==> config.mk <==
export PLATFORM = sky130hd
export DESIGN_NAME = irs_seq
export DESIGN_NICKNAME = d
export VERILOG_FILES = /design/src/hdl/interval_remap_splitter_top_defines.svh /design/src/hdl/irs_pkg.sv /design/src/hdl/irs_seq.sv
export SDC_FILE = /design/constraint.sdc
export NUM_CORES = 1
export LEC_CHECK = 0
export BUFFER_PORTS_ARGS = -buffer_cell sky130_fd_sc_hd__buf_2
export CAP_MARGIN = 40
export CELL_PAD_IN_SITES_DETAIL_PLACEMENT = 0
export CELL_PAD_IN_SITES_GLOBAL_PLACEMENT = 1
export CORE_MARGIN = 5
export CORE_UTILIZATION = 45
export CTS_CLUSTER_SIZE = 40
export DETAILED_ROUTE_END_ITERATION = 6
export GPL_ROUTABILITY_DRIVEN = 1
export PLACE_DENSITY = 0.87
export SLEW_MARGIN = 25
export SYNTH_ARGS = -nofsm -noshare
export SYNTH_HDL_FRONTEND = slang
export SYNTH_SLANG_ARGS = --single-unit
export TNS_END_PERCENT = 50
==> constraint.sdc <==
create_clock -name aclk -period 4.2 [get_ports aclk]
set_input_delay 0.21 -clock aclk [delete_from_list [all_inputs] [get_ports aclk]]
set_output_delay 0.21 -clock aclk [all_outputs]
set_load 0.03 [all_outputs]
==> src/hdl/interval_remap_splitter_top_defines.svh <==
// assertion macros for the interval remap splitter top level
// no dependencies; the including module provides aclk and aresetn
`ifndef INTERVAL_REMAP_SPLITTER_TOP_DEFINES_SVH
`define INTERVAL_REMAP_SPLITTER_TOP_DEFINES_SVH

// condition true at every edge out of reset
`define IRS_ASSERT_HOLDS(label, cond) \
    label: assert property (@(posedge aclk) disable iff (!aresetn) (cond)) \
        else $error("irs: invariant violated");

// same-cycle implication
`define IRS_ASSERT_IMPLIES(label, ante, cons) \
    label: assert property (@(posedge aclk) disable iff (!aresetn) (ante) |-> (cons)) \
        else $error("irs: implication violated");

// next-cycle implication
`define IRS_ASSERT_NEXT(label, ante, cons) \
    label: assert property (@(posedge aclk) disable iff (!aresetn) (ante) |=> (cons)) \
        else $error("irs: next-cycle implication violated");

`endif

==> src/hdl/irs_pkg.sv <==
// shared types, constants and helpers for the interval remap splitter
// no dependencies
package irs_pkg;

    localparam int TABLE_DEPTH = 16;
    localparam int ADDR_WIDTH  = 48;
    localparam int FIELD_W     = 48;
    localparam int IDX_W       = (TABLE_DEPTH > 1) ? $clog2(TABLE_DEPTH) : 1;
    localparam int CNT_W       = $clog2(TABLE_DEPTH + 1);
    localparam int PC_W        = 5;

    typedef logic [ADDR_WIDTH-1:0] addr_t;
    typedef logic [FIELD_W-1:0]    field_t;
    typedef logic [PC_W-1:0]       pc_t;
    typedef logic [CNT_W-1:0]      cnt_t;
    typedef logic [IDX_W-1:0]      idx_t;

    typedef enum logic [1:0] {
        OP_CLEAR = 2'd0,
        OP_ADD   = 2'd1,
        OP_SPLIT = 2'd2
    } op_e;

    typedef enum logic [1:0] {
        ST_PIECE = 2'd0,
        ST_OK    = 2'd1,
        ST_FULL  = 2'd2
    } status_e;

    // one table entry: half-open source interval and its shift
    typedef struct packed {
        addr_t low;
        addr_t high;
        addr_t offset;
    } region_t;

    // datapath micro-operations
    typedef enum logic [3:0] {
        A_NOP,
        A_LOAD,
        A_RD_I,
        A_BOUNDS,
        A_PUT_UNMAP,
        A_PUT_MAP,
        A_ADVANCE,
        A_PUT_TAIL,
        A_FLUSH,
        A_CLEAR_OK,
        A_RD_POS,
        A_SHIFT,
        A_INSERT_OK,
        A_REJECT
    } act_e;

    // jump conditions
    typedef enum logic [3:0] {
        C_NEVER,
        C_ALWAYS,
        C_NO_ACC,
        C_OP_CLEAR,
        C_OP_ADD,
        C_OP_NSPLIT,
        C_SPLIT_DONE,
        C_LE_LE_S,
        C_IE_LE_B,
        C_S_GE_E,
        C_FULL,
        C_POS_ZERO,
        C_LOW_LE_SRC
    } cond_e;

    typedef struct packed {
        act_e  act;
        cond_e cond;
        pc_t   target;
    } ucode_t;

    // datapath status seen by the sequencer
    typedef struct packed {
        logic no_acc;
        logic op_clear;
        logic op_add;
        logic op_nsplit;
        logic split_done;
        logic le_le_s;
        logic ie_le_b;
        logic s_ge_e;
        logic full;
        logic pos_zero;
        logic low_le_src;
    } flags_t;

    function automatic addr_t to_addr(field_t v);
        logic [ADDR_WIDTH+FIELD_W-1:0] w;
        w = {{ADDR_WIDTH{1'b0}}, v};
        return w[ADDR_WIDTH-1:0];
    endfunction

    function automatic field_t to_field(addr_t a);
        logic [ADDR_WIDTH+FIELD_W-1:0] w;
        w = {{FIELD_W{1'b0}}, a};
        return w[FIELD_W-1:0];
    endfunction

    // a + len, clamped at the address limit
    function automatic addr_t sat_end(addr_t a, addr_t len);
        logic [ADDR_WIDTH:0] s;
        s = {1'b0, a} + {1'b0, len};
        return s[ADDR_WIDTH] ? '1 : s[ADDR_WIDTH-1:0];
    endfunction

endpackage

==> src/hdl/irs_seq.sv <==
// microcode sequencer: step counter, control rom and conditional jumps
// depends on irs_pkg
module irs_seq (
    input  logic            aclk,
    input  logic            aresetn,
    input  irs_pkg::flags_t flags,
    input  logic            stall,
    output irs_pkg::act_e   act
);
    import irs_pkg::*;

    localparam pc_t P_IDLE     = pc_t'(0);
    localparam pc_t P_SP_TOP   = pc_t'(4);
    localparam pc_t P_SKIP_U   = pc_t'(8);
    localparam pc_t P_ADVANCE  = pc_t'(10);
    localparam pc_t P_SP_END   = pc_t'(11);
    localparam pc_t P_FLUSH    = pc_t'(13);
    localparam pc_t P_CLR      = pc_t'(14);
    localparam pc_t P_ADD      = pc_t'(15);
    localparam pc_t P_INS_TOP  = pc_t'(16);
    localparam pc_t P_INS_PUT  = pc_t'(19);
    localparam pc_t P_REJ      = pc_t'(20);

    function automatic ucode_t uw(act_e a, cond_e c, pc_t t);
        ucode_t u;
        u.act    = a;
        u.cond   = c;
        u.target = t;
        return u;
    endfunction

    function automatic ucode_t rom(pc_t pc);
        ucode_t u;
        case (pc)
            5'd0:    u = uw(A_LOAD,      C_NO_ACC,     P_IDLE);
            5'd1:    u = uw(A_NOP,       C_OP_CLEAR,   P_CLR);
            5'd2:    u = uw(A_NOP,       C_OP_ADD,     P_ADD);
            5'd3:    u = uw(A_NOP,       C_OP_NSPLIT,  P_IDLE);
            // split loop, one region per pass
            5'd4:    u = uw(A_RD_I,      C_SPLIT_DONE, P_SP_END);
            5'd5:    u = uw(A_BOUNDS,    C_NEVER,      P_IDLE);
            5'd6:    u = uw(A_NOP,       C_LE_LE_S,    P_SKIP_U);
            5'd7:    u = uw(A_PUT_UNMAP, C_NEVER,      P_IDLE);
            5'd8:    u = uw(A_NOP,       C_IE_LE_B,    P_ADVANCE);
            5'd9:    u = uw(A_PUT_MAP,   C_NEVER,      P_IDLE);
            5'd10:   u = uw(A_ADVANCE,   C_ALWAYS,     P_SP_TOP);
            5'd11:   u = uw(A_NOP,       C_S_GE_E,     P_FLUSH);
            5'd12:   u = uw(A_PUT_TAIL,  C_NEVER,      P_IDLE);
            5'd13:   u = uw(A_FLUSH,     C_ALWAYS,     P_IDLE);
            5'd14:   u = uw(A_CLEAR_OK,  C_ALWAYS,     P_IDLE);
            // sorted insert, shifting larger entries up
            5'd15:   u = uw(A_NOP,       C_FULL,       P_REJ);
            5'd16:   u = uw(A_RD_POS,    C_POS_ZERO,   P_INS_PUT);
            5'd17:   u = uw(A_NOP,       C_LOW_LE_SRC, P_INS_PUT);
            5'd18:   u = uw(A_SHIFT,     C_ALWAYS,     P_INS_TOP);
            5'd19:   u = uw(A_INSERT_OK, C_ALWAYS,     P_IDLE);
            5'd20:   u = uw(A_REJECT,    C_ALWAYS,     P_IDLE);
            default: u = uw(A_NOP,       C_ALWAYS,     P_IDLE);
        endcase
        return u;
    endfunction

    pc_t    pc_reg;
    pc_t    pc_next;
    ucode_t uc;
    logic   taken;

    assign uc  = rom(pc_reg);
    assign act = uc.act;

    always_comb begin
        case (uc.cond)
            C_NEVER:      taken = 1'b0;
            C_ALWAYS:     taken = 1'b1;
            C_NO_ACC:     taken = flags.no_acc;
            C_OP_CLEAR:   taken = flags.op_clear;
            C_OP_ADD:     taken = flags.op_add;
            C_OP_NSPLIT:  taken = flags.op_nsplit;
            C_SPLIT_DONE: taken = flags.split_done;
            C_LE_LE_S:    taken = flags.le_le_s;
            C_IE_LE_B:    taken = flags.ie_le_b;
            C_S_GE_E:     taken = flags.s_ge_e;
            C_FULL:       taken = flags.full;
            C_POS_ZERO:   taken = flags.pos_zero;
            C_LOW_LE_SRC: taken = flags.low_le_src;
            default:      taken = 1'b1;
        endcase
    end

    always_comb begin
        pc_next = pc_reg;
        if (!stall) begin
            pc_next = taken ? uc.target : pc_reg + pc_t'(1);
        end
    end

    always_ff @(posedge aclk) begin
        if (!aresetn) begin
            pc_reg <= P_IDLE;
        end else begin
            pc_reg <= pc_next;
        end
    end

endmodule

==> reports/metrics.yaml <==
status: "finished clean"
netlist_area_sq_um: 1290
synth-async-reset-ratio: 0
synthFlopType: "dfxtp_1"
detail-route-antenna-nets: 0
die-width_um: 63.6
globalRoute.totalOverflow: 0
num_antenna_cells: 0
num_rows: 19
cts-buffers-inserted: 3
syn_nets: 181
cp-end-kind: "flip-flop"
drt-initial-drc-count: 79
drcViolationCount: 0
gp_congestion: 0.937
start_util: 0.469
p_int_w: 0.000461
rsz0062_at_grt: "false"
layout-drive-gt1-share: 0.178
synth-warning-count: 0
first_pass_iters: 5
grt_pass1_wl_um: 5030
dieArea_sq_um: 4050
finalSetupViolations: 0
num-fill-cells: 266
dp.cells: 196
min_period_over_period: 0.702
syn_avg_cell_area_sq_um: 8.14
nNetsFinal: 193
final_cells: 200
final_cell_mix: "buf_2, dfxtp_1, nand2_1"
switchingPower_w: 0.000383
final_util: 0.499
cap_violations: 0
wl_per_cell_um: 15.0
grt_pass1_vias: 1093
hold_buffers: 0
ys_types: 51
critical-path-max-stage-delay_ps: 480
largest_reg_flops: 13
vias_per_cell: 6.01
critical_path_class: "reg2reg"
ys_seq_area_frac: 0.279
cp_slowest_cell: "dfxtp_1"
ys_ff_latch: 18
via_count: 1202
cpMostUsedCell: "o21ai_0"
crit_chain: "nand2b_1 -> o21ai_0 -> a32oi_1 -> and2_4 -> and3_1 -> a211o_1 -> inv_1 -> ha_1 -> a21oi_1 -> o21ai_0 -> a31o_2"
fin_setup_tns_ps: 0
insertion_delay_ps: 290
clockBufferDepth: 2
layout_min_cycle_time_ps: 2950
critPathRequiredTime_ps: 4390
ios: 18
synth-edff-count: 0
cts.sinks: 18
cts_max_level: 1
clkTransAtPathRegs_ps: 90
arrival_ps: 3140
die_h_um: 63.6
root_buffer: "clkbuf_4"
clockPowerShare: 0.095
path_max_fanout: 10
p_sw_frac: 0.454
drv_slew: 0
routed_wl_um: 2990
holdCritPathClass: "in2reg"
hold_viol: 0
max-slew-margin-rel: 0.653
grt_max_degree: 12
io_buffers: 17
grt_antenna_before_repair: 0
seqPwrFrac: 0.322
tightestPinTransition_ps: 515
cts_tree: "done"
powerDensity_nw_per_um2: 613
peakVddDrop_mv: 0.321
p_leak_nw: 0.645
ctsResizeCount: 0
post_cts_buffers: 0
core_sq_um: 2760
multi_input_area_sq_um: 820
fin_skew_ps: 3.76
max_freq_ghz: 0.339
dp_hpwl_um: 2340
area_growth_syn_to_layout_pct: 6.38
regArea_sq_um: 360
critPathLaunchType: "flip-flop"
p_comb_frac: 0.583
track_usage: 0.152
syn_inst: 159
==> cell usage after synthesis, types with 2 or more instances <==
cell      number  share of area
nand2_1       16          0.046
o21bai_1       2          0.012
nand3_1        7          0.027
buf_2          4          0.015
nand4_1        2         0.0097
clkbuf_1       2         0.0058
a21oi_1        6          0.023
xnor2_1        2          0.014
o21ai_0       12          0.046
and3_1         3          0.015
dfxtp_1       18           0.28
o211a_1        2          0.015
a22oi_1        3          0.017
inv_1         12          0.035
buf_4          4          0.023
mux2i_1        3          0.023
nand2b_1       2         0.0097
o22ai_1        2         0.0097
o211ai_1       7          0.041
nor3_1         5          0.019
nor2_1         5          0.015
a31o_2         2          0.014
and2_1         3          0.015
ha_1           8          0.077
==> per-stage QoR <==
stage / setup slack (ps) / total power, W / hold WS [ps] / instance area (sq um)
6_report: 1250 / 0.000844 / 295 / 1380
2_1_floorplan: 1660 / 0.000677 / 606 / 1290
3_3_place_gp: 1270 / 0.000745 / 600 / 1350
4_1_cts: 1260 / 0.000838 / 290 / 1370
5_1_grt: 944 / 0.000916 / 309 / 1380
3_5_place_dp: 1280 / 0.000757 / 590 / 1350
==> per-layer routing <==
| metal | share of wire | vias up | GRT usage |
|---|---|---|---|
| li1 | - | 595 | - |
| met4 | 0.022 | 0 | 0.0701 |
| met2 | 0.48 | 53 | 0.254 |
| met1 | 0.41 | 549 | 0.188 |
| met5 | 0 | - | 0 |
| met3 | 0.083 | 5 | 0.0266 |
==> final timing paths <==
check | from | endpoint | slack, ps | cells past startpoint
setup / recovery | uc[7]$_DFF_P_ | uc[6]$_DFF_P_ | 1250 | 11
hold / removal | aresetn | uc[9]$_DFF_P_ | 290 | 2
setup reg to reg | uc[7]$_DFF_P_ | uc[6]$_DFF_P_ | 1250 | 11
hold reg to reg | uc[1]$_DFF_P_ | pc_reg[1]$_SDFFE_PN0N_ | 760 | 3
==> critical path: cells and delay by family, from the launching register on <==
| family | cells | cell delay (ps) |
|---|---|---|
| buffers and inverters | 1 | 200 |
| adder cells (fa/ha/maj) | 1 | 290 |
| flip-flops | 1 | 480 |
| AND/OR/NAND/NOR | 3 | 600 |
| AO/OA/AOI/OAI | 6 | 1280 |
==> logic make-up after synthesis <==
kind of cell	count (synthesis)	synth area share
buffers and inverters	23	0.0880
AND/OR/NAND/NOR	55	0.231
XOR/XNOR	2	0.0135
flip-flops	18	0.279
multiplexers	4	0.0319
adder cells (fa/ha/maj)	8	0.0774
AO/OA/AOI/OAI	49	0.280
==> power groups by stage <==
stage	logic, W	registers (W)	clock network [W]
3_3_place_gp	0.000472	0.000273	0
6_report	0.000492	0.000271	0.0000804
5_1_grt	0.000544	0.000282	0.0000895
2_1_floorplan	0.000418	0.000260	0
4_1_cts	0.000484	0.000271	0.0000828
3_5_place_dp	0.000482	0.000275	0
==> cell type report <==
type                       instances  share of cell area
inverter                          12              0.0327
clock buffer                       3              0.0164
sequential                        18               0.262
multi-input combinational        118               0.595
timing repair buffer              18              0.0655
tap                               31              0.0282
Power figures use the tool's default switching activity.
